File: src/rtl/core/biu_pkg.sv
// Shared types and constants for the block interval union table.
// Used by biu_cmp, biu_acc, block_interval_union_table and the testbench; depends on nothing.
`timescale 1ns / 1ps

package biu_pkg;

    // Virtual offset layout: block offset above, in-block offset below.
    localparam int VO_W    = 64;
    localparam int BLK_W   = 48;
    localparam int OFF_W   = 16;
    localparam int DELTA_W = 55;

    // Input word commands.
    localparam logic CMD_INSERT = 1'b0;
    localparam logic CMD_DRAIN  = 1'b1;

    typedef logic [VO_W-1:0]           t_vo;
    typedef logic [BLK_W-1:0]          t_blk;
    typedef logic [OFF_W-1:0]          t_off;
    typedef logic signed [DELTA_W-1:0] t_delta;

    // One stored interval.
    typedef struct packed {
        t_vo start;
        t_vo stop;
    } t_entry;

    // Block order of a stored interval against the query.
    typedef enum logic [1:0] {
        ORD_BEFORE,
        ORD_SHARE,
        ORD_AFTER
    } t_order;

    // Everything the compare unit reports about one stored interval.
    typedef struct packed {
        t_order order;
        logic   covers;
        logic   start_lt;
        logic   stop_gt;
    } t_cmp_res;

    // Commands to the byte-estimate accumulator.
    typedef enum logic [2:0] {
        ACC_HOLD,
        ACC_CLR,
        ACC_EST,
        ACC_ADD,
        ACC_SUB
    } t_acc_op;

    // Sequencer states.
    typedef enum logic [2:0] {
        S_IDLE,
        S_SCAN,
        S_HIT,
        S_RM,
        S_INS,
        S_EMIT,
        S_DRAIN
    } t_state;

endpackage

File: src/rtl/core/biu_acc.sv
// Byte-estimate unit: forms the estimate of one interval and keeps the running delta.
// Depends on biu_pkg.
`timescale 1ns / 1ps

module biu_acc #(
    parameter int AVG_BLOCK_BYTES = 16000
) (
    input  logic             i_clk,
    input  biu_pkg::t_acc_op i_op,
    input  biu_pkg::t_vo     i_start,
    input  biu_pkg::t_vo     i_stop,
    output biu_pkg::t_delta  o_sum
);

    localparam int PAD_W = biu_pkg::DELTA_W - biu_pkg::BLK_W;

    biu_pkg::t_delta r_est;
    biu_pkg::t_delta n_est;
    biu_pkg::t_delta r_sum;
    biu_pkg::t_delta n_sum;
    biu_pkg::t_delta span;

    // Block distance, plus an average block when the end lies inside a block.
    assign span = biu_pkg::t_delta'({{PAD_W{1'b0}}, i_stop[biu_pkg::VO_W-1:biu_pkg::OFF_W]})
                - biu_pkg::t_delta'({{PAD_W{1'b0}}, i_start[biu_pkg::VO_W-1:biu_pkg::OFF_W]});

    always_comb begin
        n_est = r_est;
        n_sum = r_sum;
        case (i_op)
            biu_pkg::ACC_CLR: begin
                n_sum = '0;
            end
            biu_pkg::ACC_EST: begin
                if (i_stop[biu_pkg::OFF_W-1:0] != '0) begin
                    n_est = span + biu_pkg::t_delta'(AVG_BLOCK_BYTES);
                end else begin
                    n_est = span;
                end
            end
            biu_pkg::ACC_ADD: begin
                n_sum = r_sum + r_est;
            end
            biu_pkg::ACC_SUB: begin
                n_sum = r_sum - r_est;
            end
            default: begin
                n_sum = r_sum;
            end
        endcase
    end

    // Estimate and sum registers; the sequencer clears the sum on every new word.
    always_ff @(posedge i_clk) begin
        r_est <= n_est;
        r_sum <= n_sum;
    end

    assign o_sum = r_sum;

endmodule

File: config.mk
export PLATFORM = sky130hd
export DESIGN_NAME = biu_acc
export DESIGN_NICKNAME = d
export VERILOG_FILES = /design/src/rtl/core/biu_pkg.sv /design/src/rtl/core/biu_acc.sv
export SDC_FILE = /design/constraint.sdc
export NUM_CORES = 1
export LEC_CHECK = 0
export BUFFER_PORTS_ARGS = -buffer_cell sky130_fd_sc_hd__buf_2
export CORE_MARGIN = 5
export CORE_UTILIZATION = 30
export DETAILED_ROUTE_END_ITERATION = 10
export GPL_TIMING_DRIVEN = 0
export HOLD_SLACK_MARGIN = 0.06
export SYNTH_ARGS = -nofsm -noshare
export SYNTH_HDL_FRONTEND = slang
export SYNTH_SLANG_ARGS = --single-unit
File: constraint.sdc
create_clock -name i_clk -period 8 [get_ports i_clk]
set_input_delay 0.8 -clock i_clk [delete_from_list [all_inputs] [get_ports i_clk]]
set_output_delay 0.8 -clock i_clk [all_outputs]
set_load 0.1 [all_outputs]
Word level (Yosys, flattened, before mapping)
Cells that the tools add are included.
- bits in registers: 110
- input bits: 132
- output and inout port bits: 55
- word-level logic and storage cells: 14
- $add $sub $neg: 4
- equality and inequality tests: 4
- muxes and demuxes: 2
- reduce and logical (&&, ||, !) cells: 2
- operator list (kind ; number):
    $pmux 55 s3 ; 1
    $add 55x55->55 ; 1
    $mux 55 ; 1
    $sub 55x55->55 ; 1
    $add 49x15->50 const B ; 1
    $sub 48x48->49 ; 1
    $reduce_bool 16->1 ; 1
    $eq 3x2->1 const B ; 2
    $eq 3x1->1 const B ; 1
    $eq 3x3->1 const B ; 1
    $reduce_bool 3->1 ; 1

Logic depth before layout (Yosys ltp)
Gate-level depths: netlist of the first run.
- depth in word-level cells: 3
- mapped depth: 23

Worst setup path after synthesis of the first run
Ideal clock, no wire load.
- path kind: input-to-reg
- from: input i_op[0]
- to: register r_sum[0] (netlist: o_sum[0]) (enable)
- setup time: 544 ps
- arrival time: 4719 ps
- data required time: 7456 ps
- setup slack: 2737 ps
- stages on the path: 2
- buffers on the path: 0
- path through: inv_1 o21ai_0
- cells in the longest elaborated chain, start to end: 2
- elaborated cells between the ends (all ways): 4
- those cells by class: 3 x eq/ne; 1 x reduce/logical
- ends and longest elaborated chain (item ; line ; text):
    start: declaration ; biu_acc.sv:9 ; input biu_pkg::t_acc_op i_op,
    $eq 3x3->1 (tied with other cells) ; biu_acc.sv:30 ; case (i_op)
    $reduce_bool 3->1 (no source line) * ; -- ;
    end signal: assignment ; biu_acc.sv:56 ; r_sum <= n_sum;
    end: declaration ; biu_acc.sv:19 ; biu_pkg::t_delta r_sum;
Every way passes the cells marked *; elsewhere a longest branch is shown, timed or not.
A chain may end at the register's enable or synchronous reset.

Final worst setup path of the first run
- from: register r_est[2]
- to: register r_sum[51] (netlist: o_sum[51]) (data pin)
- cells in the longest elaborated chain, start to end: 2
- elaborated cells between the ends (all ways): 3
- those cells by class: 2 x add/sub; 1 x mux
- ends and longest elaborated chain (item ; line ; text):
    start: declaration ; biu_acc.sv:17 ; biu_pkg::t_delta r_est;
    start signal: assignment ; biu_acc.sv:55 ; r_est <= n_est;
    $sub 55x55->55 / $add 55x55->55 (equally long branches) ; biu_acc.sv:45, biu_acc.sv:42 ;
    $pmux 55 s3 * ; biu_acc.sv:30 ;
Marks and branches as above.

==> results of run 1 <==
-- cell families after synthesis --
logic type / share of synthesized area, %
and+or+nand+nor: 20.16
buffers and inverters: 4.417
AOI/OAI and AO/OA: 22.89
adders and majority gates: 11.41
xor gates and xnor gates: 13.26
muxes: 1.043
DFF: 26.82
-- final timing paths --
path,start,to,slack [ns],cells after the start
max,r_est[2],o_sum[51],2.18,22
min,o_sum[54],o_sum[54],0.77,3
max reg2reg,r_est[2],o_sum[51],2.18,22
min reg2reg,o_sum[54],o_sum[54],0.77,3
-- cells in the mapped netlist (all sizes together) (17+ instances only) --
cell type | number | area share, %
nand4 | 19 | 1.0
and3 | 22 | 1.2
and2 | 19 | 1.0
ha | 104 | 11
a21oi | 137 | 6.0
xnor2 | 98 | 7.5
xor2 | 77 | 5.8
nand2 | 98 | 3.3
clkbuf | 29 | 0.93
inv | 88 | 2.8
nor3 | 27 | 1.4
edfxtp | 105 | 27
nand2b | 17 | 0.90
o21ai | 70 | 3.1
a21o | 50 | 3.2
nor2 | 136 | 4.5
nand3 | 30 | 1.3
-- stage by stage --
stage / hold slack [ns] / setup slack (ns)
floorplan: 0.6891 / 2.737
global placement: 0.7627 / 0.2449
detailed placement: 0.7746 / 1.835
CTS: 0.7924 / 2.163
global route: 0.7978 / 1.748
finish: 0.7711 / 2.185
-- state kept, by name, summed over array words and instances (netlist names) --
name	flops
r_est	50
o_sum	55
-- worst reg2reg max path: cells and delay by family, from the launching register on --
family	cells	cell delay (ns)
flip-flops	1	0.45
buffers and inverters	1	0.20
XOR/XNOR	1	0.21
adder cells (fa/ha/maj)	1	0.26
AO/OA/AOI/OAI	9	1.68
AND/OR/NAND/NOR	10	2.79
-- cell usage in the layout (no fill, tap or decap), types with 55 or more instances in the layout --
cell	count
a21oi_1	131
buf_2	180
edfxtp_1	105
ha_1	104
inv_1	87
nand2_1	94
nor2_1	133
o21ai_0	55
xnor2_1	97
xor2_1	76
-- power by group through the flow --
stage | logic (uW) | clock network, uW | registers, uW
floorplan | 778 | 0 | 910
global placement | 1200 | 0 | 739
detailed placement | 1210 | 0 | 736
global route | 1340 | 442 | 728
finish | 1220 | 409 | 722
CTS | 1220 | 425 | 723
-- layer usage --
layer | vias up | GRT usage (%) | wire, um
li1 | 5354 | - | -
met3 | 33 | 1.386 | 767
met4 | 0 | 4.394 | 650
met5 | - | 0 | 0
met2 | 175 | 23.52 | 14710
met1 | 4708 | 20.07 | 15990
-- final cells by class --
class	instances	area (um2)
clock buffer	10	229.0
fill	4078	25150
tap	518	648.1
multi-input combinational	1130	8097
sequential	105	3153
buffer	43	188.9
clock inverter	6	33.78
timing repair buffer	173	910.9
inverter	88	330.3
==> results.md, run 1 <==
* Run status: finished clean
* Final setup TNS at 0 ns
* HP Class: reg2reg
* Final wirelength at 32120 um
* Initial antenna violation count at 0
* PostCTS Resize Cnt at 0
* Slew @ Worst Pin at 0.7819 ns
* Post-CTS Setup Inserts at 0
* Tcrit/Tclk final at 72.69%
* Pwr Total at 2349 uW
* Rows at 72
* H-tree depth at 3
* Initial core utilization at 30.35%
* Routability congestion estimate at 0.8889
* Dpl cells at 2057
* Post-synthesis cell area at 11760 um2
* Slew margin rel. at 47.87%
* PortBufs at 170
* Reg power frac at 30.7%
* Combinational share of power at 51.8%
* Worst path max stage delay at 0.58 ns
* Total Routing Usage GR at 14.34%
* Clk network pwr share at 17.4%
* Router iterations before antenna repair at 5
* Worst setup EP type: flop
* CP top delay family: simple AND/OR/NAND/NOR gates
* Clock Root Buffer: clkbuf_16
* Ports at 187
* CTS clk-pin slew, worst paths at 0.07 ns
* Dpl hpwl at 27290 um
* Final core utilization at 35.08%
* Startpoint class of the critical path: flop
* Post-route DRC violation count at 0
* RSZ-0062 raised after global routing: false
* Hold-fix buffers, CTS at 0
* Peak supply drop at 0.1093 mV
* Fin cells at 2073
* Ant diodes at 0
* Largest net degree at the start of global routing at 45
* Die Wd at 208.0 um
* CP arrival at 5.93 ns
* Leak at 0.005802 uW
* Max frequency at 172.0 MHz
* Final instance area at 13590 um2
* Final Critical Period at 5.815 ns
* Wire per inst at 15.49 um
* WP data required at 8.12 ns
* Initial DRC count at 530
* Final Hold Vio Count at 0
* Final setup viols at 0
* GR Overflow Total at 0
* Yosys cell types at 109
* Worst-skew pair later-pin latency at 0.36 ns
* Nets at 1788
* Dpl cell area at 13330 um2
* Fin Clk Skew at 0.01054 ns
* P_sw at 1026 uW
* Critical Path Fanout Max at 8
* Asr flop ratio synth at 0%
* Mapped Cells at 1366
* Syn Area/Cell at 8.606 um2
* Crit Path Class: reg2reg
* Post-route ant nets at 0
* First-pass GRT wire length at 51860 um
* Detailed-route via count at 10270
* Max cap viols at 0
* Warnings from Yosys at 0
* Area Overhead vs Synth at 15.60%
* Drt via density at 4.954
* Register area share after synthesis at 26.82%
* Slew Limit Fails at 0
* Syn_nets at 1604
* #FFs+latches synth at 105
* Cell-internal power at 1323 uW
* Most common flop cell mapped by yosys: edfxtp_1
* Total core area at 38740 um2
* Die area at 43250 um2
* Pwr/cell area at 172.8 nW/um2
* Proportion of layout cells with a drive suffix above 1 at 17.30%
* Num Clock Sinks at 105
* Worst path cell trace: or4_4, or3b_4, or2_1, nor2_2, nand2_1, or2_4, nor4_4, a21oi_1, xnor2_1, ha_1, clkbuf_1, nand2_1, o21ai_0, a21oi_1, o21bai_1, a31oi_1, o21a_1, o21ai_1, a41o_1, o41a_1, or3b_1, and4_1
* CP max stage cell: or4_4
* Die height at 208.0 um
* CTS tree: done
* CTS Buffer Depth at 2
* Vias in the first global route at 10070
* TritonCTS Buffers at 9
* Net Sw Frac at 43.69%
* Number of synthesized flops with an enable pin at 105
* Worst path bufs/invs at 1
No activity file was read; power rests on OpenSTA's default activity.
==> run 2, diff against run 1 <==
Settings changed: ABC_AREA from default to 1.
Clock period 8 ns to 5.1 ns, I/O delays scaled along.
==> results.md, run 2 <==
* Die area at 51970 um2 (was 43250 um2)
* Detailed-route via count at 15040 (was 10270)
* Commonest non-fill, non-tap cells in the layout: 636 x nand2_1, 434 x inv_1, 300 x nor2_1 (was 180 x buf_2, 133 x nor2_1, 131 x a21oi_1)
* Slew @ Worst Pin at 1.016 ns (was 0.7819 ns)
* TritonCTS Buffers at 9 (unchanged)
* RSZ-0062 raised after global routing: true (was false)
* Post-route DRC violation count at 0 (unchanged)
* HP Class: in2reg (was reg2reg)
* Final Hold Vio Count at 0 (unchanged)
* WP data required at 5.17 ns (was 8.12 ns)
* Post-synth top area cell: edfxtp_1 (unchanged)
* Router iterations before antenna repair at 5 (unchanged)
* Clock Root Buffer: clkbuf_16 (unchanged)
* Mapped Cells at 2336 (was 1366)
* Worst setup EP type: flop (unchanged)
* Total core area at 46750 um2 (was 38740 um2)
* Rows at 79 (was 72)
* Crit Path Class: reg2reg (unchanged)
* Vias in the first global route at 14650 (was 10070)
* Synth cell count leaders: 637 x nand2_1, 434 x inv_1, 303 x nor2_1 (was 133 x nor2_1, 131 x a21oi_1, 105 x edfxtp_1)
* Area Overhead vs Synth at 14.40% (was 15.60%)
* Register area share after synthesis at 22.12% (was 26.82%)
* Yosys cell types at 49 (was 109)
* CTS tree: done (unchanged)
* Initial DRC count at 934 (was 530)
* Top-count cell post-synth: nand2_1 (was nor2_1)
* First-pass GRT wire length at 75900 um (was 51860 um)
* Final core utilization at 34.88% (was 35.08%)
* Die Wd at 228.0 um (was 208.0 um)
* Fin Clk Skew at 0.01147 ns (was 0.01054 ns)
* Number of synthesized flops with an enable pin at 105 (unchanged)
* Drt via density at 4.802 (was 4.954)
* Combinational share of power at 52.7% (was 51.8%)
* Clk network pwr share at 18.6% (was 17.4%)
* Slew Limit Fails at 0 (unchanged)
* Ports at 187 (unchanged)
* Tcrit/Tclk final at 94.45% (was 72.69%)
* Run status: finished clean (unchanged)
* Syn_nets at 2574 (was 1604)
* Hold path startpoint: i_start[16] (was o_sum[54])
* GR Overflow Total at 0 (unchanged)
* Cell-internal power at 2025 uW (was 1323 uW)
* Ant diodes at 0 (unchanged)
* Peak supply drop at 0.1616 mV (was 0.1093 mV)
* Reg power frac at 28.7% (was 30.7%)
* CP startpoint: r_est[0] (was r_est[2])
* Asr flop ratio synth at 0% (unchanged)
* Routability congestion estimate at 1.002 (was 0.8889)
* CTS clk-pin slew, worst paths at 0.07 ns (about the same)
* CTS Buffer Depth at 2 (unchanged)
* Wire per inst at 15.45 um (was 15.49 um)
* Leak at 0.008310 uW (was 0.005802 uW)
* Initial core utilization at 30.49% (was 30.35%)
* Largest cells by area after synthesis: edfxtp_1 22%, nand2_1 17%, inv_1 11% (was edfxtp_1 27%, ha_1 11%, xnor2_1 7.2%)
* Max cap viols at 0 (unchanged)
* Post-route ant nets at 0 (unchanged)
* Hold Slack at 0.5380 ns (was 0.7711 ns)
* CP arrival at 4.89 ns (was 5.93 ns)
* Max FFs per register at 55 (unchanged)
* Fill cell count at 5195 (was 4078)
* Dpl cells at 3115 (was 2057)
* Pwr Total at 3871 uW (was 2349 uW)
* Final wirelength at 48400 um (was 32120 um)
* Syn Area/Cell at 6.102 um2 (was 8.606 um2)
* Pwr/cell area at 237.4 nW/um2 (was 172.8 nW/um2)
* Num Clock Sinks at 105 (unchanged)
* Startpoint class of the critical path: flop (unchanged)
* Fin cells at 3133 (was 2073)
* Final Critical Period at 4.817 ns (was 5.815 ns)
* Critical Path Fanout Max at 6 (was 8)
* Final setup viols at 0 (unchanged)
* H-tree depth at 3 (unchanged)
* Proportion of layout cells with a drive suffix above 1 at 12.87% (was 17.30%)
* P_sw at 1845 uW (was 1026 uW)
* #FFs+latches synth at 105 (unchanged)
* Largest net degree at the start of global routing at 38 (was 45)
* Warnings from Yosys at 0 (unchanged)
* Final setup TNS at 0 ns (unchanged)
* Nets at 2759 (was 1788)
* Most common cell after layout, fill and taps aside: nand2_1 (was buf_2)
* Total Routing Usage GR at 17.97% (was 14.34%)
* PortBufs at 170 (unchanged)
* Dpl hpwl at 42480 um (was 27290 um)
* Slew margin rel. at 31.69% (was 47.87%)
* Most common flop cell mapped by yosys: edfxtp_1 (unchanged)
* Critical R2R Launch: r_est[0] (was r_est[2])
* Max frequency at 207.6 MHz (was 172.0 MHz)
* Worst-skew pair later-pin latency at 0.37 ns (was 0.36 ns)
* Post-synthesis cell area at 14250 um2 (was 11760 um2)
* Post-synth top area share at 22.12% (was 26.82%)
* Die height at 228.0 um (was 208.0 um)
* Net Sw Frac at 47.68% (was 43.69%)
* Initial antenna violation count at 0 (unchanged)
run 2: cell types whose count changed in the layout (fill, tap and decap cells not counted), sizes merged, moves of 20 or more:
cell   previous run  this run
a21o             50        10
inv              89       444
nand3            30       135
nand2            98       692
xnor2            98        24
nor2            136       328
nand4            19        39
o21ai            70        90
run 2: path summary, 6_finish.rpt:
kind	slack, ns	depth (start not counted)	to
worst min-delay path	0.54	3	r_est[0]
worst min register to register	0.73	3	o_sum[54]
worst max register to register	0.28	24	o_sum[52]
worst max-delay path	0.28	24	o_sum[52]
run 2: layout make-up:
cell class                      instances  area (um2)  area share [%]
Inverter                              443        1663           10.20
Clock inverter                          6       66.31          0.4067
Multi-Input combinational cell       1778        9484           58.16
Clock buffer                           10       229.0           1.404
Timing Repair Buffer                  174       913.4           5.602
Sequential cell                       105        3153           19.34
Tap cell                              607       759.5           4.658
Buffer                                 10       37.54          0.2302
run 2: worst max-delay path, stage by stage, from the launching register on:
cell      delay [ns]
edfxtp_1        0.44
inv_1           0.10
ha_1            0.19
inv_1           0.06
nor3_2          0.18
nand4_1         0.20
nor2_1          0.20
inv_1           0.12
nor4_1          0.49
nor2_1          0.10
xor2_1          0.31
ha_1            0.37
nand2_1         0.14
inv_1           0.05
a21oi_1         0.19
a21boi_0        0.41
o21ai_0         0.18
nand2_1         0.19
nand3_1         0.13
nand2_1         0.11
nand3_1         0.10
nand2_1         0.10
nand2_1         0.05
nand2_1         0.06
a21oi_1         0.06
run 2: logic make-up (layout without fill, tap and decap cells):
family / count (synthesis) / after routing / synth area share, %
compound gates: 333 / 333 / 13.14
buf+inv: 453 / 643 / 11.93
xor+xnor: 83 / 83 / 5.100
simple gates: 1256 / 1256 / 38.30
flops: 105 / 105 / 22.12
fa+ha+maj: 106 / 106 / 9.410
run 2: timing repair:
action | CTS | global route
setup buffers | 0 | 2
resized for setup | 3 | 11
pin swaps | 0 | 5
setup endpoints to repair | 3 | 10
hold buffers | 0 | 0
run 2: power by group through the flow:
stage	clock, uW	sequential (uW)	combinational [uW]
4_1_cts	746	1110	2020
2_1_floorplan	0	1370	1230
6_report	721	1110	2040
5_1_grt	774	1120	2270
3_5_place_dp	0	1130	2010
3_3_place_gp	0	1130	1990
run 2: routing by layer:
metal / part of all wire [%] / vias up / track usage, % / wire (um)
met2: 47 / 390 / 31.32 / 22740
met3: 4.0 / 75 / 1.379 / 1943
met5: 0 / - / 0 / 0
met1: 46 / 6722 / 23.73 / 22340
met4: 2.8 / 0 / 5.823 / 1370
li1: - / 7857 / - / -
run 2: metrics by stage:
stage          setup WS, ns  area (um2)
3_3_place_gp       -0.07466       15860
3_5_place_dp        -0.2021       15920
5_1_grt            -0.02170       16310
6_report             0.2829       16310
2_1_floorplan         1.301       14250
4_1_cts             0.08905       16230
