File: src/rtl/core/biu_pkg.sv
// Shared types and constants for the block interval union table.
// Used by biu_cmp, biu_acc, block_interval_union_table and the testbench; depends on nothing.
`timescale 1ns / 1ps

package biu_pkg;

    // Virtual offset layout: block offset above, in-block offset below.
    localparam int VO_W    = 64;
    localparam int BLK_W   = 48;
    localparam int OFF_W   = 16;
    localparam int DELTA_W = 55;

    // Input word commands.
    localparam logic CMD_INSERT = 1'b0;
    localparam logic CMD_DRAIN  = 1'b1;

    typedef logic [VO_W-1:0]           t_vo;
    typedef logic [BLK_W-1:0]          t_blk;
    typedef logic [OFF_W-1:0]          t_off;
    typedef logic signed [DELTA_W-1:0] t_delta;

    // One stored interval.
    typedef struct packed {
        t_vo start;
        t_vo stop;
    } t_entry;

    // Block order of a stored interval against the query.
    typedef enum logic [1:0] {
        ORD_BEFORE,
        ORD_SHARE,
        ORD_AFTER
    } t_order;

    // Everything the compare unit reports about one stored interval.
    typedef struct packed {
        t_order order;
        logic   covers;
        logic   start_lt;
        logic   stop_gt;
    } t_cmp_res;

    // Commands to the byte-estimate accumulator.
    typedef enum logic [2:0] {
        ACC_HOLD,
        ACC_CLR,
        ACC_EST,
        ACC_ADD,
        ACC_SUB
    } t_acc_op;

    // Sequencer states.
    typedef enum logic [2:0] {
        S_IDLE,
        S_SCAN,
        S_HIT,
        S_RM,
        S_INS,
        S_EMIT,
        S_DRAIN
    } t_state;

endpackage

File: src/rtl/core/biu_cmp.sv
// Shared compare unit: relates one stored interval to the query interval.
// Depends on biu_pkg.
`timescale 1ns / 1ps

module biu_cmp (
    input  biu_pkg::t_entry   i_entry,
    input  biu_pkg::t_vo      i_qry_start,
    input  biu_pkg::t_vo      i_qry_stop,
    output biu_pkg::t_cmp_res o_res
);

    biu_pkg::t_blk eu_blk;
    biu_pkg::t_blk ev_blk;
    biu_pkg::t_blk qu_blk;
    biu_pkg::t_blk qv_blk;
    logic          ev_off_zero;
    logic          qv_off_zero;
    logic          is_before;
    logic          is_after;

    // Split both intervals into block and in-block parts.
    assign eu_blk      = i_entry.start[biu_pkg::VO_W-1:biu_pkg::OFF_W];
    assign ev_blk      = i_entry.stop[biu_pkg::VO_W-1:biu_pkg::OFF_W];
    assign qu_blk      = i_qry_start[biu_pkg::VO_W-1:biu_pkg::OFF_W];
    assign qv_blk      = i_qry_stop[biu_pkg::VO_W-1:biu_pkg::OFF_W];
    assign ev_off_zero = (i_entry.stop[biu_pkg::OFF_W-1:0] == '0);
    assign qv_off_zero = (i_qry_stop[biu_pkg::OFF_W-1:0] == '0);

    // The stored interval lies wholly before or wholly after the query.
    assign is_before = (ev_blk < qu_blk) || ((ev_blk == qu_blk) && ev_off_zero);
    assign is_after  = (qv_blk < eu_blk) || ((qv_blk == eu_blk) && qv_off_zero);

    always_comb begin
        if (is_before) begin
            o_res.order = biu_pkg::ORD_BEFORE;
        end else if (is_after) begin
            o_res.order = biu_pkg::ORD_AFTER;
        end else begin
            o_res.order = biu_pkg::ORD_SHARE;
        end
        // The stored interval holds every block of the query.
        o_res.covers   = (eu_blk <= qu_blk) &&
                         ((qv_blk < ev_blk) || ((qv_blk == ev_blk) && !ev_off_zero));
        // Full-offset compares for widening the query.
        o_res.start_lt = (i_entry.start < i_qry_start);
        o_res.stop_gt  = (i_entry.stop > i_qry_stop);
    end

endmodule

File: config.mk
export PLATFORM = sky130hd
export DESIGN_NAME = biu_cmp
export DESIGN_NICKNAME = d
export VERILOG_FILES = /design/src/rtl/core/biu_pkg.sv /design/src/rtl/core/biu_cmp.sv
export SDC_FILE = /design/constraint.sdc
export NUM_CORES = 1
export LEC_CHECK = 0
export BUFFER_PORTS_ARGS = -buffer_cell sky130_fd_sc_hd__buf_2
export CORE_MARGIN = 2
export CORE_UTILIZATION = 47
export DETAILED_ROUTE_END_ITERATION = 7
export PLACE_DENSITY = 0.81
export SLEW_MARGIN = 10
export SYNTH_ARGS = -nofsm -noshare
export SYNTH_HDL_FRONTEND = slang
export SYNTH_SLANG_ARGS = --single-unit
File: constraint.sdc
create_clock -name vclk -period 2.2
set_input_delay 0.22 -clock vclk [all_inputs]
set_output_delay 0.22 -clock vclk [all_outputs]
set_load 0.03 [all_outputs]
# After elaboration in Yosys (flattened, before gate mapping)
# Cells that the tools add are included.
classes:
  n_lt_le_gt_ge: 6
  n_eq_ne: 3
  muxes: 2
  reduce_logical: 10
ops:
  columns: ["op", "n"]
  rows:
  - ["$eq A48 B48 Y1", 3]
  - ["$lt A48 B48 Y1", 3]
  - ["$gt A64 B64 Y1", 1]
  - ["$lt A64 B64 Y1", 1]
  - ["$le A48 B48 Y1", 1]
  - ["$logic_not A16 Y1", 2]
  - ["$logic_and A1 B1 Y1", 4]
  - ["$mux W2", 2]
  - ["$logic_or A1 B1 Y1", 3]
  - ["$logic_not A1 Y1", 1]
totals:
  ff_bits: 0
  inputBits: 256
  output_inout_bits: 5
  elab_cells: 21

# Depth between registers and ports, before layout
# Gate-level depths: netlist of run 1.
depth:
  ltp_word: 5
  mapped_depth: 9
  depth_no_buf: 9

# Least setup slack after synthesis of run 1
# Ideal clock, no wire load.
synth_timing:
  path_kind: "input port to output port"
  startpoint: "input port i_qry_start[47]"
  endpoint: "output port o_res[4] (netlist bit)"
  arrival_ns: 2.120
  required_ns: 1.980
  slack_ns: -0.140
  stages: 9
  path_buffers: 0
  path_cell_list: "inv_1 -> ha_1 -> nand4_1 -> or2_1 -> nor4_2 -> o311a_1 -> a2111oi_0 -> nor2_1 -> a21boi_1"
synth_lines:
  columns: ["item", "line", "text"]
  rows:
  - ["from (decl)", "biu_cmp.sv:7", "input biu_pkg::t_vo i_qry_start,"]
  - ["to (decl)", "biu_cmp.sv:9", "output biu_pkg::t_cmp_res o_res"]

==> results of run 1 <==
[logic make-up (layout without fill, tap and decap cells)]
group | count (synthesis) | count (layout) | synth area share (%)
other | 0 | 1 | 0
adder cells (fa/ha/maj) | 272 | 272 | 51.3
AO/OA/AOI/OAI | 229 | 229 | 21.3
buffers and inverters | 227 | 713 | 12.9
AND/OR/NAND/NOR | 181 | 181 | 14.5
[report_power, final]
part              total, mW  switching [mW]  leakage (nW)  internal (mW)
Combinational          2.22            1.10          6.46           1.12
Clock          0.0000000608               0    0.00000634   0.0000000607
Sequential                0               0             0              0
Total                  2.22            1.10          6.46           1.12
[routing by layer]
layer	share of wire (%)	up-vias	track usage, %
met5	0	-	0
met3	6.1	159	5.16
met4	6.8	0	20.8
li1	-	4188	-
met2	50	435	67.4
met1	37	4051	36.9
[stage by stage]
| step | instance area (sq um) | power, mW | cells | hold slack (ns) |
|---|---|---|---|---|
| 2_1_floorplan | 6650 | 0.840 | 909 | 0.762 |
| 3_3_place_gp | 9720 | 1.67 | 1556 | 1.09 |
| 3_5_place_dp | 9720 | 1.75 | 1556 | 1.10 |
| 4_1_cts | 10800 | 2.01 | 1568 | 1.07 |
| 5_1_grt | 11100 | 2.40 | 1576 | 1.10 |
| 6_report | 11100 | 2.22 | 1576 | 1.07 |
[placed cells by master, fill, tap and decap left out, types with 3 or more instances in the layout]
master                     instances
sky130_fd_sc_hd__nor4_2            5
sky130_fd_sc_hd__a211o_1           3
sky130_fd_sc_hd__a21oi_1          80
sky130_fd_sc_hd__nor3_4            3
sky130_fd_sc_hd__buf_4           224
sky130_fd_sc_hd__nor2b_1          11
sky130_fd_sc_hd__o21ai_0          19
sky130_fd_sc_hd__and3_1            3
sky130_fd_sc_hd__buf_8             3
sky130_fd_sc_hd__nor4_1            7
sky130_fd_sc_hd__a211oi_1          6
sky130_fd_sc_hd__inv_2            28
sky130_fd_sc_hd__nand2_2           3
sky130_fd_sc_hd__a21o_1           42
sky130_fd_sc_hd__ha_1            225
sky130_fd_sc_hd__buf_6            39
sky130_fd_sc_hd__nor3_2            4
sky130_fd_sc_hd__nand2_1          41
sky130_fd_sc_hd__a21oi_2          18
sky130_fd_sc_hd__ha_4             47
sky130_fd_sc_hd__nor3_1            4
sky130_fd_sc_hd__nor2_1           22
sky130_fd_sc_hd__inv_1           192
sky130_fd_sc_hd__o211ai_1         12
sky130_fd_sc_hd__o21ai_1          16
sky130_fd_sc_hd__o21a_1            4
sky130_fd_sc_hd__and4_1            4
sky130_fd_sc_hd__nand4_1          44
sky130_fd_sc_hd__nand3_1          15
sky130_fd_sc_hd__inv_4             7
sky130_fd_sc_hd__buf_2           220
sky130_fd_sc_hd__a211oi_2          6
[worst max-delay path: stages]
cell                       delay, ns
sky130_fd_sc_hd__buf_8          0.10
sky130_fd_sc_hd__buf_4          0.13
sky130_fd_sc_hd__ha_1           0.30
sky130_fd_sc_hd__buf_4          0.11
sky130_fd_sc_hd__nand4_1        0.18
sky130_fd_sc_hd__nor3_2         0.27
sky130_fd_sc_hd__nand2_1        0.12
sky130_fd_sc_hd__o211ai_1       0.13
sky130_fd_sc_hd__buf_4          0.17
sky130_fd_sc_hd__o21ai_1        0.07
sky130_fd_sc_hd__nor2_1         0.13
sky130_fd_sc_hd__a21boi_2       0.19
sky130_fd_sc_hd__buf_6          0.16
[worst paths after layout]
kind	from	end	slack, ns	cells after the start
max	i_entry[61]	o_res[4]	-0.30	13
min	i_qry_stop[11]	o_res[4]	1.07	7
[what timing repair did]
action | in CTS | in global routing
hold endpoints to repair | 0 | 0
setup buffers | 14 | 9
pin swaps | 105 | 28
endpoints found under the setup margin | 5 | 5
resized for setup | 201 | 46
[cell type report]
cell class,instances,area (sq um)
multi-input cells,682,6720
repair buffers,486,3270
fillers,819,2750
inverters,227,870
well taps,180,225
diodes,1,2.50
[synthesized netlist by cell type, types with 3 or more instances]
| cell | number |
|---|---|
| sky130_fd_sc_hd__nand4_1 | 44 |
| sky130_fd_sc_hd__inv_1 | 227 |
| sky130_fd_sc_hd__nor3_1 | 10 |
| sky130_fd_sc_hd__a21o_1 | 42 |
| sky130_fd_sc_hd__nor2_1 | 22 |
| sky130_fd_sc_hd__nor2b_1 | 12 |
| sky130_fd_sc_hd__nor4_1 | 13 |
| sky130_fd_sc_hd__and4_1 | 4 |
| sky130_fd_sc_hd__and3_1 | 3 |
| sky130_fd_sc_hd__nand2_1 | 46 |
| sky130_fd_sc_hd__a211o_1 | 3 |
| sky130_fd_sc_hd__a21oi_1 | 99 |
| sky130_fd_sc_hd__o21a_1 | 4 |
| sky130_fd_sc_hd__a2111oi_0 | 4 |
| sky130_fd_sc_hd__a221oi_1 | 3 |
| sky130_fd_sc_hd__o21ai_0 | 35 |
| sky130_fd_sc_hd__ha_1 | 272 |
| sky130_fd_sc_hd__o211ai_1 | 12 |
| sky130_fd_sc_hd__a211oi_1 | 12 |
| sky130_fd_sc_hd__nand3_1 | 17 |
==> metrics.yaml, run 1 <==
post-route-min-period_ns: 2.50
powerDensity_mw_per_mm2: 200
grt_util_all_layers_pct: 35.6
criticalPathCategory: "in -> out"
vdd_drop_max_uv: 123
synth.lib_cells_used.distinct: 40
fin_setup_tns_ns: -1.07
run_status: "finished, violations left"
globalplace.congestion: 0.944
core-area_sq_mm: 0.0138
number_of_instances_in_the_synthesized_netlist: 909
start_kind: "input pin"
viasPerCell: 5.60
syn_nets: 1437
totalWireLength_microns: 28900
detail_route.first_pass.iterations: 5
sequential_cell_total: 0
cp.arrival_ns: 2.28
clockBufferCount: 0
post_route_cells_drive_above_1_share_pct: 45.4
violations: "negative setup slack"
port-buffer-count: 261
p_leak_nw: 6.46
area_delta_synth_final_pct: 67.2
drt-initial-drc-count: 488
finalCritPeriodShare_pct: 114
relSlewSlack_pct: 67.3
ios: 261
yosys_warnings: 0
fin_nets: 1925
floorplan.initialDensity_pct: 47.9
first_global_vias: 9164
die_h_microns: 123
ranking_of_synthesized_cells_by_area: "sky130_fd_sc_hd__ha_1, sky130_fd_sc_hd__inv_1, sky130_fd_sc_hd__a21oi_1"
synth.largest_area_cell: "sky130_fd_sc_hd__ha_1"
post_layout_utilization_of_the_core_pct: 80.1
finalSetupViolCount: 5
maximum_fanout_along_the_worst_path: 3
cp-end-kind: "output pin"
grt_start_max_net_pins: 6
timing.final.ws_setup_ns: -0.299
clock.fmax_ghz: 0.400
ctsHoldBuffers: 0
fp.dieArea_sq_mm: 0.0151
antenna_found_initial: 1
unrepaired_setup_endpoints_after_global_routing: "true"
dp_worst_setup_slack_ns: -0.521
hold_path_class: "in -> out"
routed_wire_length_per_instance_microns: 18.4
total_count_of_hold_check_failures_in_the_final_report: 0
dp_hpwl_microns: 21000
die_x_microns: 123
syn-mean-instance-area_sq_um: 7.29
vias: 8833
layout.area.seq_sq_um: 0
grt_pass1_wl_microns: 42600
timing.max_cap.violations: 0
post-synth-top-area-fraction_pct: 51.3
std_cell_rows: 43
detail-route-antenna-nets: 0
drv_slew: 0
yosysSeqAreaShare_pct: 0
crit_path_required_time_ns: 1.98
area_of_the_mapped_netlist_sq_mm: 0.00663
overflow: 0
post-route-drc-count: 0
worst-slew-pin-transition_ns: 0.489
No activity file was read; power rests on OpenSTA's default activity.
==> inputs of run 2 (changes only) <==
--- a/config.mk
+++ b/config.mk
@@ -7,9 +7,9 @@
 export LEC_CHECK = 0
 export BUFFER_PORTS_ARGS = -buffer_cell sky130_fd_sc_hd__buf_2
 export CORE_MARGIN = 2
-export CORE_UTILIZATION = 47
+export CORE_UTILIZATION = 52
 export DETAILED_ROUTE_END_ITERATION = 7
-export PLACE_DENSITY = 0.81
+export PLACE_DENSITY = 0.85
 export SLEW_MARGIN = 10
 export SYNTH_ARGS = -nofsm -noshare
 export SYNTH_HDL_FRONTEND = slang
==> constraint.sdc (replaced) <==
create_clock -name vclk -period 2.8
set_input_delay 0.28 -clock vclk [all_inputs]
set_output_delay 0.28 -clock vclk [all_outputs]
set_load 0.03 [all_outputs]
==> run 2 against run 1 <==
  * The run now ends clean
  * Hold slack better by 0.12 ns
  * Final cell count fell by 14%
  * Final area shrank 25%
  * Die area decreased by 9.3%
  * Sequential share of layout area unchanged
  * Setup slack better by 0.44 ns
  * Via count down 18%
==> metrics.yaml, run 2 (synthesis results as in run 1) <==
run_status: "finished clean"
globalplace.congestion: 0.972  # +3.0%
routed_wire_length_per_instance_microns: 14.4  # -21%
drt-initial-drc-count: 308  # -37%
final_cell_mix: "sky130_fd_sc_hd__ha_1, sky130_fd_sc_hd__buf_2, sky130_fd_sc_hd__inv_1"
met2_usage_pct: 47.3  # -20 points
worst-slew-pin-transition_ns: 0.628  # +0.139 ns
cp.arrival_ns: 2.38  # +0.10 ns
viasPerCell: 5.39  # -3.8%
die_h_microns: 117  # -4.8%
core-area_sq_mm: 0.0125  # -9.5%
unrepaired_setup_endpoints_after_global_routing: "true"
powerDensity_mw_per_mm2: 137  # -32%
grt_util_all_layers_pct: 27.1  # -8.5 points
placement.cell_area_sq_mm: 0.00819  # -16%
finalSetupViolCount: 0  # -5
post_route_cells_drive_above_1_share_pct: 24.3  # -21 points
ios: 261  # unchanged
clock.fmax_ghz: 0.376
post-route-drc-count: 0  # unchanged
totalWireLength_microns: 19500  # -33%
antenna_found_initial: 2  # +1
p_comb_share_pct: 100.0  # about the same
power.switching_mw: 0.622  # -43%
swShare_pct: 54.9  # +5.5 points
port-buffer-count: 261  # unchanged
grt_util_met3_pct: 2.99  # -2.2 points
area_delta_synth_final_pct: 24.9
stdcell_area_sq_mm: 0.00828  # -25%
dp_hpwl_microns: 18100  # -14%
timing.critical_path.slowest_cell_delay_ns: 0.47  # +0.17 ns
layout.area.seq_sq_um: 0  # unchanged
first_global_vias: 6779  # -26%
finalCritPeriodShare_pct: 95.1
holdCritStartpoint: "i_qry_stop[15]"
sequential_cell_total: 0  # unchanged
vdd_drop_max_uv: 74.3  # -40%
detail_route.first_pass.iterations: 4  # -1
fin_nets: 1707  # -11%
p_leak_nw: 5.28  # -18%
grt_util_met1_pct: 36.1  # -0.80 points
fp.dieArea_sq_mm: 0.0137  # -9.3%
drv_slew: 0  # unchanged
busiest_layer: "met2"
criticalPathCategory: "in -> out"
start_kind: "input pin"
vias: 7279  # -18%
power.clock.fraction_pct: 0  # unchanged
hold_path_class: "in -> out"
cp-startpoint: "i_qry_start[59]"
ctsHoldBuffers: 0  # unchanged
final_common_cell: "sky130_fd_sc_hd__ha_1"
path_cells: "buf_2 -> inv_1 -> ha_1 -> nand4_1 -> nor4_1 -> buf_4 -> nand3_1 -> nor4_2 -> o22a_1 -> clkbuf_4"
grt_pass1_wl_microns: 30400  # -29%
power_frac_seq_pct: 0  # unchanged
relSlewSlack_pct: 57.0  # -10 points
floorplan.initialDensity_pct: 52.9  # +5.0 points
post-route-min-period_ns: 2.66
clockBufferCount: 0  # unchanged
overflow: 0  # unchanged
maximum_fanout_along_the_worst_path: 3  # unchanged
detail-route-antenna-nets: 0  # unchanged
crit_path_top_delay_cell: "sky130_fd_sc_hd__nor4_1"
std_cell_rows: 41  # -4.7%
cp-end-kind: "output pin"
power_mw: 1.13  # -49%
total_count_of_hold_check_failures_in_the_final_report: 0  # unchanged
timing.max_cap.violations: 0  # unchanged
crit_path_required_time_ns: 2.52  # +0.54 ns
die_x_microns: 117  # -4.8%
grt_start_max_net_pins: 6  # unchanged
cell_internal_pwr_mw: 0.511  # -54%
==> run 2: what timing repair did <==
| item | in CTS | in global routing |
|---|---|---|
| resized for setup | 1 | 14 |
| buffers inserted | 0 | 1 |
| pin swaps | 0 | 3 |
| endpoints found under the setup margin | 1 | 5 |
==> run 2: cell type report <==
type / count / area [sq um]
diodes: 1 / 2.50
fillers: 1145 / 4240
inverters: 227 / 852
multi-input cells: 682 / 5850
well taps: 172 / 215
repair buffers: 268 / 1360
==> run 2: power groups by stage <==
stage	combinational, mW	clock, mW	sequential (mW)
2_1_floorplan	0.657	0	0
3_3_place_gp	1.07	0	0
3_5_place_dp	1.10	0	0
4_1_cts	1.11	0	0
5_1_grt	1.29	0.0000000478	0
6_report	1.13	0.0000000478	0
==> run 2: path summary, 6_finish.rpt <==
check / endpoint / slack (ns) / cells past startpoint
setup / recovery: o_res[2] / 0.14 / 10
hold / removal: o_res[4] / 1.18 / 7
==> run 2: per-layer routing <==
metal  share of wire (%)  vias up
li1                    -     3736
met1                  46     3255
met2                  46      238
met3                 5.8       48
met4                 2.8        2
met5               0.057        -
==> run 2: per-stage QoR <==
step	hold WS [ns]	util (%)	TNS, ns	setup slack [ns]	cells
2_1_floorplan	0.933	-	0	0.340	909
3_3_place_gp	1.19	65.5	-0.0385	-0.0385	1348
3_5_place_dp	1.19	65.5	-0.0599	-0.0599	1348
4_1_cts	1.19	65.5	0	0.0115	1348
5_1_grt	1.23	66.1	-0.0228	-0.0113	1350
6_report	1.18	66.1	0	0.138	1350
==> run 2: worst max-delay path, delay by kind of cell <==
family	cells	cell delay, ns
AOI/OAI and AO/OA	1	0.18
adders and majority gates	1	0.31
buffers and inverters	4	0.52
and+or+nand+nor	4	1.09
==> inputs of run 3 (changes only) <==
--- a/config.mk
+++ b/config.mk
@@ -7,9 +7,9 @@
 export LEC_CHECK = 0
 export BUFFER_PORTS_ARGS = -buffer_cell sky130_fd_sc_hd__buf_2
 export CORE_MARGIN = 2
-export CORE_UTILIZATION = 52
+export CORE_UTILIZATION = 45
 export DETAILED_ROUTE_END_ITERATION = 7
-export PLACE_DENSITY = 0.85
+export PLACE_DENSITY = 0.75
 export SLEW_MARGIN = 10
 export SYNTH_ARGS = -nofsm -noshare
 export SYNTH_HDL_FRONTEND = slang
==> run 3 against run 2 <==
  * Clock-buffer cell count unchanged
  * Global-route usage down 3.0 points
  * Combinational power about the same
==> metrics.yaml, run 3 (synthesis results as in run 1) <==
run_status: "finished clean"
finalSetupViolCount: 0  # unchanged
critical_path.most_common_cell: "sky130_fd_sc_hd__o21ai_0"
antenna_found_initial: 1  # -1
fin_setup_tns_ns: 0  # unchanged
final_common_cell: "sky130_fd_sc_hd__ha_1"
drv_slew: 0  # unchanged
clock.fmax_ghz: 0.375  # about the same
timing.final.ws_setup_ns: 0.137  # -0.00138 ns
first_global_vias: 7048  # +4.0%
std_cell_rows: 44  # +7.3%
dp_hpwl_microns: 18400  # +1.7%
detail_route.first_pass.iterations: 4  # unchanged
fin_nets: 1716  # +0.53%
ios: 261  # unchanged
p_leak_nw: 5.31  # +0.62%
worst-slew-pin-transition_ns: 0.456  # -0.172 ns
cpLargestDelayFamily: "compound AO/OA/AOI/OAI gates"
post-route-drc-count: 0  # unchanged
crit_path_required_time_ns: 2.52  # about the same
criticalPathCategory: "in -> out"
powerDensity_mw_per_mm2: 136  # -0.76%
start_kind: "input pin"
totalWireLength_microns: 19700  # +1.3%
die_x_microns: 125  # +7.2%
timing.max_cap.violations: 0  # unchanged
unrepaired_setup_endpoints_after_global_routing: "false"
total_count_of_hold_check_failures_in_the_final_report: 0  # unchanged
port-buffer-count: 261  # unchanged
detail-route-antenna-nets: 0  # unchanged
die_h_microns: 125  # +7.2%
maximum_fanout_along_the_worst_path: 3  # unchanged
drt-initial-drc-count: 322  # +4.5%
worstHoldEndpoint: "o_res[4]"
cp.arrival_ns: 2.38  # about the same
min_path_cells: 7  # unchanged
viasPerCell: 5.22  # -3.2%
post_route_cells_drive_above_1_share_pct: 24.5  # +0.15 points
vias: 7153  # -1.7%
sequential_cell_total: 0  # unchanged
worst-path-buf-inv: 3  # -1
layout.area.seq_sq_um: 0  # unchanged
clockBufferCount: 0  # unchanged
final_cell_mix: "sky130_fd_sc_hd__ha_1, sky130_fd_sc_hd__buf_2, sky130_fd_sc_hd__inv_1"
vdd_drop_max_uv: 71.5  # -3.8%
core-area_sq_mm: 0.0145  # +16%
crit_path_top_delay_cell: "sky130_fd_sc_hd__a311o_1"
routed_wire_length_per_instance_microns: 14.4  # -0.22%
timing.critical_path.slowest_cell_delay_ns: 0.40  # -0.07 ns
relSlewSlack_pct: 69.3  # +12 points
dp_worst_setup_slack_ns: 0.00518  # +0.0651 ns
grt_util_all_layers_pct: 24.1  # -3.0 points
fp.dieArea_sq_mm: 0.0157  # +15%
cp-end-kind: "output pin"
hold_path_class: "in -> out"
post-route-min-period_ns: 2.66  # +0.00138 ns
floorplan.initialDensity_pct: 45.8  # -7.2 points
grt_pass1_wl_microns: 32200  # +6.0%
overflow: 0  # unchanged
path_cells: "buf_2 -> inv_1 -> ha_1 -> a21oi_1 -> nor2b_1 -> o21ai_0 -> o21ai_0 -> a311o_1 -> a2111oi_4 -> o22a_1 -> clkbuf_4"
finalCritPeriodShare_pct: 95.1  # about the same
grt_start_max_net_pins: 6  # unchanged
globalplace.congestion: 0.909  # -6.4%
holdCritStartpoint: "i_qry_stop[2]"
area_delta_synth_final_pct: 25.8
run 3: cell count changes in the layout (fill, tap and decap cells not counted), sizes merged:
cell  change
buf       +9
run 3: worst max-delay path by stage:
| stage | startpoint | endpoint | slack, ns | cells past startpoint |
|---|---|---|---|---|
| 2_1_floorplan | i_qry_start[47] | o_res[4] | 0.34 | 9 |
| 3_3_place_gp | i_entry[41] | o_res[2] | 0.01 | 11 |
| 3_5_place_dp | i_entry[41] | o_res[2] | 0.005 | 11 |
| 4_1_cts | i_entry[41] | o_res[2] | 0.0007 | 11 |
| 5_1_grt | i_entry[94] | o_res[3] | 0.003 | 12 |
| 6_report | i_entry[61] | o_res[2] | 0.14 | 11 |
run 3: power by group:
part	total, mW	switching (mW)	internal [mW]
Combinational	1.13	0.616	0.517
Sequential	0	0	0
Clock	0.0000000477	0	0.0000000477
Total	1.13	0.616	0.517
run 3: per-stage QoR:
| step | instances | total power, mW | hold slack, ns | cell area [sq um] | util, % |
|---|---|---|---|---|---|
| floorplan | 909 | 0.657 | 0.933 | 6630 | - |
| global placement | 1368 | 1.09 | 1.26 | 8270 | 57.1 |
| detailed placement | 1368 | 1.11 | 1.25 | 8270 | 57.1 |
| CTS | 1368 | 1.12 | 1.25 | 8270 | 57.1 |
| global route | 1371 | 1.30 | 1.26 | 8340 | 57.6 |
| finish | 1371 | 1.13 | 1.22 | 8340 | 57.6 |
run 3: final cells by class:
class                      count  area [sq um]
tap                          184           230
antenna                        1          2.50
timing repair buffer         277          1440
inverter                     227           852
multi-input combinational    682          5820
fill                        1443          6140
run 3: what timing repair did:
action	4_1_cts	5_1_grt
resized for setup	0	12
hold buffers	0	0
setup endpoints to repair	0	3
buffers inserted	0	2
run 3: per-layer routing:
metal | up-vias | share of wire, % | track usage [%]
met5 | - | 0 | 0
met4 | 0 | 1.8 | 3.86
met3 | 24 | 4.9 | 2.52
met2 | 182 | 47 | 44.5
met1 | 3197 | 46 | 30.8
li1 | 3750 | - | -
